**src/rtl/core/spr_pkg.sv**
```systemverilog
// ----------------------------------------------------------------------------
// spr_pkg
// types and constants shared by the sequenced packet receiver modules
// ----------------------------------------------------------------------------
`default_nettype none

package spr_pkg;

	localparam int NUM_SLOTS     = 4;
	localparam int PAYLOAD_BYTES = 64;
	localparam int HDR_BYTES     = 3;
	// the type table has four entries, slots beyond it never match
	localparam int TABLE_SLOTS   = 4;
	localparam int MATCH_SLOTS   = (NUM_SLOTS < TABLE_SLOTS) ? NUM_SLOTS : TABLE_SLOTS;

	localparam logic [7:0] PING_LEN = 8'(HDR_BYTES);
	localparam logic [7:0] DATA_LEN = 8'(PAYLOAD_BYTES + HDR_BYTES);
	localparam logic [7:0] SEQ_OPEN = 8'd0;

	typedef enum logic [2:0] {
		CFG_PING_CODE = 3'd0,
		CFG_PROTO_A   = 3'd1,
		CFG_PROTO_B   = 3'd2,
		CFG_PROTO_C   = 3'd3,
		CFG_PROTO_D   = 3'd4,
		CFG_SLOT_EN   = 3'd5
	} cfg_idx_t;

	typedef struct packed {
		logic [7:0]                  ping_code;
		logic [TABLE_SLOTS-1:0][7:0] proto_type;
		logic [TABLE_SLOTS-1:0]      slot_enable;
	} cfg_t;

	typedef struct packed {
		logic [7:0] pkt_len;
		logic [7:0] pkt_type;
		logic [7:0] pkt_seq;
		logic [7:0] pkt_limit;
		logic       handler_ok;
	} hdr_t;

	typedef struct packed {
		logic       accepted;
		logic       ack_send;
		logic [7:0] ack_type;
		logic [7:0] ack_seq;
		logic       pong_send;
		logic       handler_call;
		logic [1:0] handler_slot;
	} res_t;

endpackage

`default_nettype wire

```
**src/rtl/core/spr_cfg_regs.sv**
```systemverilog
// ----------------------------------------------------------------------------
// spr_cfg_regs
// configuration register file: ping code, slot type table and slot enables
// ----------------------------------------------------------------------------
`default_nettype none

module spr_cfg_regs (
	input  wire logic          clk,
	input  wire logic          arst_n,
	input  wire logic          cfg_valid,
	output logic               cfg_ready,
	input  wire logic [2:0]    cfg_index,
	input  wire logic [7:0]    cfg_data,
	output spr_pkg::cfg_t      cfg
);

	spr_pkg::cfg_t cfg_q;

	assign cfg_ready = 1'b1;
	assign cfg      = cfg_q;

	always_ff @(posedge clk or negedge arst_n) begin
		if (!arst_n) begin
			cfg_q <= '0;
		end else if (cfg_valid) begin
			unique case (spr_pkg::cfg_idx_t'(cfg_index))
				spr_pkg::CFG_PING_CODE: cfg_q.ping_code     <= cfg_data;
				spr_pkg::CFG_PROTO_A:   cfg_q.proto_type[0] <= cfg_data;
				spr_pkg::CFG_PROTO_B:   cfg_q.proto_type[1] <= cfg_data;
				spr_pkg::CFG_PROTO_C:   cfg_q.proto_type[2] <= cfg_data;
				spr_pkg::CFG_PROTO_D:   cfg_q.proto_type[3] <= cfg_data;
				spr_pkg::CFG_SLOT_EN:   cfg_q.slot_enable   <= cfg_data[spr_pkg::TABLE_SLOTS-1:0];
				default: ;
			endcase
		end
	end

endmodule

`default_nettype wire

```
**src/rtl/core/spr_session.sv**
```systemverilog
// ----------------------------------------------------------------------------
// spr_session
// header checks, slot lookup and session state for one received word
// ----------------------------------------------------------------------------
`default_nettype none

module spr_session (
	input  wire logic          clk,
	input  wire logic          arst_n,
	input  wire spr_pkg::cfg_t cfg,
	input  wire spr_pkg::hdr_t hdr,
	input  wire logic          upd,
	output spr_pkg::res_t      res
);

	logic       open_q;
	logic [7:0] type_q;
	logic [1:0] slot_q;
	logic [7:0] exp_q;
	logic [7:0] limit_q;

	logic       is_ping;
	logic       is_data;
	logic       found;
	logic [1:0] found_slot;
	logic       in_session;
	logic       is_repeat;
	logic       is_next;
	logic       do_open;
	logic       do_next;

	// lowest enabled slot with a matching type wins
	always_comb begin
		found      = 1'b0;
		found_slot = '0;
		for (int s = spr_pkg::MATCH_SLOTS - 1; s >= 0; s--) begin
			if (cfg.slot_enable[s] && cfg.proto_type[s] == hdr.pkt_type) begin
				found      = 1'b1;
				found_slot = 2'(s);
			end
		end
	end

	always_comb begin
		is_ping    = (hdr.pkt_len == spr_pkg::PING_LEN) && (hdr.pkt_type == cfg.ping_code);
		is_data    = !is_ping && (hdr.pkt_len == spr_pkg::DATA_LEN);
		in_session = open_q && (hdr.pkt_type == type_q) && (hdr.pkt_limit == limit_q)
			&& (hdr.pkt_seq <= limit_q);
		// nine-bit compare so 255 never counts as a repeat
		is_repeat  = ({1'b0, hdr.pkt_seq} + 9'd1) == {1'b0, exp_q};
		is_next    = hdr.pkt_seq == exp_q;

		res = '0;
		do_open = 1'b0;
		do_next = 1'b0;
		if (is_ping) begin
			res.pong_send = (hdr.pkt_seq == spr_pkg::SEQ_OPEN);
		end else if (is_data) begin
			if (hdr.pkt_seq == spr_pkg::SEQ_OPEN) begin
				if (found) begin
					res.handler_call = 1'b1;
					res.handler_slot = found_slot;
					do_open          = hdr.handler_ok;
				end
			end else if (in_session) begin
				if (is_repeat) begin
					res.ack_send = 1'b1;
				end else if (is_next) begin
					res.handler_call = 1'b1;
					res.handler_slot = slot_q;
					do_next          = hdr.handler_ok;
				end
			end
		end
		if (do_open || do_next) begin
			res.accepted = 1'b1;
			res.ack_send = 1'b1;
		end
		if (res.ack_send) begin
			res.ack_type = 8'(hdr.pkt_type + 8'd1);
			res.ack_seq  = hdr.pkt_seq;
		end
	end

	always_ff @(posedge clk or negedge arst_n) begin
		if (!arst_n) begin
			open_q  <= 1'b0;
			type_q  <= '0;
			slot_q  <= '0;
			exp_q   <= '0;
			limit_q <= '0;
		end else if (upd) begin
			if (do_open) begin
				open_q  <= 1'b1;
				type_q  <= hdr.pkt_type;
				slot_q  <= found_slot;
				exp_q   <= 8'd1;
				limit_q <= hdr.pkt_limit;
			end else if (do_next) begin
				exp_q <= 8'(exp_q + 8'd1);
			end
		end
	end

	a_accept_opens: assert property (@(posedge clk) disable iff (!arst_n)
		(upd && res.accepted) |=> open_q)
		else $error("accepted word did not leave a session open");

	a_next_advances: assert property (@(posedge clk) disable iff (!arst_n)
		(upd && res.accepted && hdr.pkt_seq != spr_pkg::SEQ_OPEN)
		|=> exp_q == 8'($past(exp_q) + 8'd1))
		else $error("expected sequence did not advance");

	a_idle_holds: assert property (@(posedge clk) disable iff (!arst_n)
		!upd |=> $stable(exp_q) && $stable(open_q) && $stable(type_q))
		else $error("session state changed without a word");

	a_pong_alone: assert property (@(posedge clk) disable iff (!arst_n)
		res.pong_send |-> !res.handler_call && !res.ack_send && !res.accepted)
		else $error("pong raised together with data handling");

	a_open_needs_slot: assert property (@(posedge clk) disable iff (!arst_n)
		(upd && res.accepted && hdr.pkt_seq == spr_pkg::SEQ_OPEN)
		|-> cfg.slot_enable[res.handler_slot])
		else $error("session opened on a disabled slot");

endmodule

`default_nettype wire

```
**src/rtl/core/sequenced_packet_receiver.sv**
```systemverilog
// ----------------------------------------------------------------------------
// sequenced_packet_receiver
// receiving side of a stop-and-wait link: checks headers, tracks one session
// ----------------------------------------------------------------------------
//
//  channel   direction  handshake              payload
//  input     in         in_valid / in_stall    pkt_len pkt_type pkt_seq pkt_limit handler_ok
//  result    out        out_valid / out_stall  accepted ack_* pong_send handler_*
//  config    in         cfg_valid / cfg_ready  cfg_index cfg_data
//
//  one word per cycle sustained while out_stall is low; a result is worked out from
//  its word in the input register and presented from the result register
//  the session compare and four-way type lookup sit between the two registers
//  reset clears the configuration, the session and both valid flags
//  in_stall rises only when both registers hold words and out_stall is high
//
`default_nettype none

module sequenced_packet_receiver (
	input  wire logic       clk,
	input  wire logic       arst_n,
	input  wire logic       in_valid,
	output logic            in_stall,
	input  wire logic [7:0] pkt_len,
	input  wire logic [7:0] pkt_type,
	input  wire logic [7:0] pkt_seq,
	input  wire logic [7:0] pkt_limit,
	input  wire logic       handler_ok,
	output logic            out_valid,
	input  wire logic       out_stall,
	output logic            accepted,
	output logic            ack_send,
	output logic [7:0]      ack_type,
	output logic [7:0]      ack_seq,
	output logic            pong_send,
	output logic            handler_call,
	output logic [1:0]      handler_slot,
	input  wire logic       cfg_valid,
	output logic            cfg_ready,
	input  wire logic [2:0] cfg_index,
	input  wire logic [7:0] cfg_data
);

	spr_pkg::cfg_t cfg;
	spr_pkg::hdr_t hdr_s1;
	spr_pkg::res_t res;
	spr_pkg::res_t res_s2;
	logic          vld_s1;
	logic          vld_s2;
	logic          adv_s2;
	logic          adv_s1;

	spr_cfg_regs u_cfg (
		.clk       (clk),
		.arst_n    (arst_n),
		.cfg_valid (cfg_valid),
		.cfg_ready (cfg_ready),
		.cfg_index (cfg_index),
		.cfg_data  (cfg_data),
		.cfg       (cfg)
	);

	// result register frees when empty or taken this cycle
	assign adv_s2   = !vld_s2 || !out_stall;
	assign adv_s1   = !vld_s1 || adv_s2;
	assign in_stall = !adv_s1;

	spr_session u_session (
		.clk    (clk),
		.arst_n (arst_n),
		.cfg    (cfg),
		.hdr    (hdr_s1),
		.upd    (vld_s1 && adv_s2),
		.res    (res)
	);

	always_ff @(posedge clk or negedge arst_n) begin
		if (!arst_n) begin
			vld_s1 <= 1'b0;
			vld_s2 <= 1'b0;
		end else begin
			if (adv_s1)
				vld_s1 <= in_valid;
			if (adv_s2)
				vld_s2 <= vld_s1;
		end
	end

	always_ff @(posedge clk) begin
		if (adv_s1 && in_valid)
			hdr_s1 <= '{pkt_len: pkt_len, pkt_type: pkt_type, pkt_seq: pkt_seq,
				pkt_limit: pkt_limit, handler_ok: handler_ok};
		if (adv_s2 && vld_s1)
			res_s2 <= res;
	end

	assign out_valid    = vld_s2;
	assign accepted     = res_s2.accepted;
	assign ack_send     = res_s2.ack_send;
	assign ack_type     = res_s2.ack_type;
	assign ack_seq      = res_s2.ack_seq;
	assign pong_send    = res_s2.pong_send;
	assign handler_call = res_s2.handler_call;
	assign handler_slot = res_s2.handler_slot;

endmodule

`default_nettype wire
```
**config.mk**
```make
export PLATFORM = sky130hd
export DESIGN_NAME = sequenced_packet_receiver
export DESIGN_NICKNAME = d
export VERILOG_FILES = /design/src/rtl/core/spr_pkg.sv /design/src/rtl/core/spr_cfg_regs.sv /design/src/rtl/core/spr_session.sv /design/src/rtl/core/sequenced_packet_receiver.sv
export SDC_FILE = /design/constraint.sdc
export NUM_CORES = 1
export LEC_CHECK = 0
export ABC_CLOCK_PERIOD_IN_PS = 4400
export BUFFER_PORTS_ARGS = -buffer_cell sky130_fd_sc_hd__buf_4
export CORE_MARGIN = 3
export CORE_UTILIZATION = 58
export DETAILED_ROUTE_END_ITERATION = 8
export PLACE_DENSITY_LB_ADDON = 0.08
export SYNTH_ARGS = -nofsm -noshare
export SYNTH_HDL_FRONTEND = slang
export SYNTH_SLANG_ARGS = --single-unit
```
**constraint.sdc**
```tcl
create_clock -name clk -period 4.4 [get_ports clk]
set_clock_uncertainty 0.1 [all_clocks]
set_input_delay 0.22 -clock clk [delete_from_list [all_inputs] [get_ports clk]]
set_output_delay 0.22 -clock clk [all_outputs]
set_load 0.02 [all_outputs]
```
==> key figures <==
Timing
  – Unrepaired setup endpoints after global routing: false
  – Max Clock Freq: 0.298 GHz
  – Fin. Hold Viols: 0
  – Post-layout minimum cycle time: 3.35 ns
  – Max Slew Vio Count: 0
  – Slew margin rel.: 12.3%
  – Setup_tns: 0 ns
  – Final setup violation count: 0
  – Period Utilization, post-route: about three quarters
  – Least-Margin Pin Slew: 1.31 ns

Pwr
  – Worst vdd ir: 0.396 mV
  – Pwr Density: 398 nW/um^2
  – Final total power: about 3.1 mW
  – Cell leakage power: 3.19 nW

Cells and area
  – Multi-input gate area in the final layout: 2600 um^2
  – Register Area: ~3500 um^2
  – Design Area, Final: around 8000 um^2
  – Ant diodes: 0
  – Layout area overhead: 26.2%
  – Layout cells sized above 1: between 30 and 40%
  – Fillers: 669
  – # nets final: roughly 670

Worst setup path
  – FF-to-FF Start: hdr_s1[11]
  – Reg2Reg Setup Slack: ~1.0 ns
  – Critical Path Source Type: register
  – CP Capture Type: register
  – Max FO, Critical Path: 17
  – Worst path required time: around 4.7 ns
  – Worst R2R Path Depth: 7
  – Critical path class: register to register
  – Worst EP arrival: 3.60 ns
  – Reg2Reg Capture Point: ack_seq[4]

Global routing
  – Vias in the first global route: 4,452
  – First-pass GRT wire length: ~22,000 um
  – Total gr overflow: 0
  – Gr usage total: 25.1%
  – Antenna violations before repair: 0
  – Largest net degree at the start of global routing: 74

Synth
  – Number of distinct library cells after synthesis: 57
  – Syn Nets: 551
  – Synth top area cells: dfrtp_1, edfxtp_1, mux2_2
  – Ys flop type: dfrtp_1
  – Area leader, netlist: dfrtp_1
  – Avg Synthesized Cell Area: 12.8 um^2
  – Sequential share of the synthesized area: 55.6%
  – Post-synth ARST share: 57.0%
  – Post-Syn Instances: 490
  – Synth warn: 0
  – Number of synthesized flops with an enable pin: 55
  – Mapped cell area: 6260 um^2
  – FF+latch count, synth: 128
  – Top cell type's share of synthesized area: roughly 29%

Clock tree
  – Max clock buf depth: 2
  – Total setup buffers inserted after CTS: 0
  – Worst-Skew Late Latency: 0.54 ns
  – CTS tree: built
  – Clk slew on worst S/H paths: 0.06 ns
  – H-tree levels: 4
  – Post_cts resized: 0
  – Clock tree sinks: 128
  – Post-CTS Hold Fix Bufs: between 40 and 50
  – Clock Tree Root: clkbuf_8
  – CTS buffer count: 17

Drt
  – Wire per inst: 18.0 um
  – Initial DRC Count: 195
  – Antenna Nets Post-Route: 0
  – TritonRoute pass-1 iters: 4
  – Vias per cell: approximately 5.6
  – Total wire length: 13,700 um
  – DR vias: ~4,200
  – Post-route DRC: 0

Place
  – Routability Congestion: 0.896
  – Placed cell area: 6920 um^2
  – Detailed Place HPWL: 9300 um
  – I/O Buffers: 72

Floorplanning
  – I/O pins: 74
  – Row Count: 37
  – Die width: roughly 110 um
  – Die Y: 110 um
  – Starting Density: 60.1%
  – Die area: 12,100 um^2
  – Placeable Area: around 10,000 um^2

Hold path
  – Hold Path End: u_cfg.cfg[4]
  – WHS Path Cells: 4
  – Min-Delay Startpoint: cfg_index[1]
  – Hold Crit Class: input port to register

Job
  – Max cap viols: 0

Status
  – Status: finished, final reports clean
worst max-delay path by stage:
stage | end | cells past startpoint | startpoint
finish | ack_seq[4] | 7 | hdr_s1[11]
floorplan | u_session.exp_q[7] | 6 | out_valid
detailed placement | u_session.exp_q[7] | 7 | hdr_s1[11]
global route | ack_seq[4] | 7 | hdr_s1[11]
CTS | ack_seq[4] | 7 | hdr_s1[11]
global placement | u_session.exp_q[7] | 7 | hdr_s1[11]
worst max-delay path, stage by stage (launching register included):
cell       delay (ns)
edfxtp_1         0.56
ha_1             0.41
nand4_1          0.12
or2_2            0.30
a2111o_1         0.41
nor2_1           0.19
o2111ai_1        0.64
a21boi_0         0.44
cell families (layout without fill, tap and decap cells):
logic type | Yosys count | after routing | share of synthesized area [%]
DFF | 128 | 128 | 55.6
muxes | 66 | 66 | 11.8
buffers and inverters | 39 | 174 | 3.08
xor gates and xnor gates | 75 | 75 | 10.7
AOI/OAI and AO/OA | 53 | 53 | 5.80
and+or+nand+nor | 116 | 116 | 10.6
adders and majority gates | 12 | 12 | 2.40
other | 1 | 1 | 0.0599
per-stage QoR:
step	setup slack, ns	hold slack [ns]	instances	utilization (%)
floorplan	0.455	-0.176	490	-
global placement	1.12	0.298	684	66.4
detailed placement	1.08	0.293	684	66.4
CTS	1.05	0.142	761	75.8
global route	0.720	0.151	761	75.8
finish	1.05	0.164	761	75.8
where the power goes:
part | internal (mW) | total, mW | switching [mW]
sequential | 1.38 | 1.48 | 0.100
combinational | 0.233 | 0.404 | 0.171
clock | 0.744 | 1.26 | 0.517
cells in the final DEF (no fill, tap or decap), drive strengths merged, types with 2 or more instances in the layout:
cell / synthesis / layout
buf: 16 / 81
dfrtp: 73 / 73
mux2: 63 / 63
xnor2: 56 / 56
edfxtp: 55 / 55
dlygate4sd3: 0 / 45
nand3: 20 / 20
nand2: 19 / 19
xor2: 19 / 19
nand4: 18 / 18
inv: 16 / 18
clkbuf: 7 / 18
a21oi: 16 / 16
nor2: 12 / 12
ha: 12 / 12
nor3: 12 / 12
clkinv: 0 / 9
a21boi: 8 / 8
and3: 6 / 6
o21ai: 5 / 5
nor4: 4 / 4
nand4b: 4 / 4
or4: 4 / 4
nor4b: 3 / 3
a211oi: 3 / 3
a31oi: 3 / 3
mux2i: 3 / 3
or3: 3 / 3
nand3b: 2 / 2
or2: 2 / 2
nand2b: 2 / 2
o21a: 2 / 2
nor3b: 2 / 2
o31ai: 2 / 2
o211ai: 2 / 2
clkinvlp: 0 / 2
sequential cells by signal, indices dropped and copies added, names as in the netlist, 2 cells and up:
register	cells
u_session.slot_q	2
u_cfg.cfg	44
ack_seq	8
handler_slot	2
u_session.type_q	8
hdr_s1	33
u_session.exp_q	8
u_session.limit_q	8
ack_type	8
metal layers:
metal  up-vias  GRT usage (%)  share of wire (%)
met5         -              0                  0
met4         0           6.32               0.88
met3        10           7.75                4.5
met2        94           44.6                 54
met1      2113           29.4                 41
li1       2032              -                  -
synthesized netlist by cell type (all sizes together), types with 2 or more instances:
cell type	instances
mux2i	3
or3	3
nand2	19
o31ai	2
xnor2	56
a21oi	16
o211ai	2
a31oi	3
dfrtp	73
nand4	18
nor2	12
or4	4
nand3b	2
o21a	2
nand3	20
a21boi	8
and3	6
nor4b	3
nor4	4
buf	16
nand4b	4
nand2b	2
mux2	63
ha	12
o21ai	5
or2	2
clkbuf	7
xor2	19
a211oi	3
nor3b	2
inv	16
nor3	12
edfxtp	55
layout make-up:
cell class,instances,share of cell area [%]
clock inverters,14,1.47
clock buffers,18,5.29
multi-input cells,323,32.9
repair buffers,126,13.4
well taps,136,2.15
inverters,16,0.760
flip-flops and latches,128,44.0
Power figures use the tool's default switching activity.
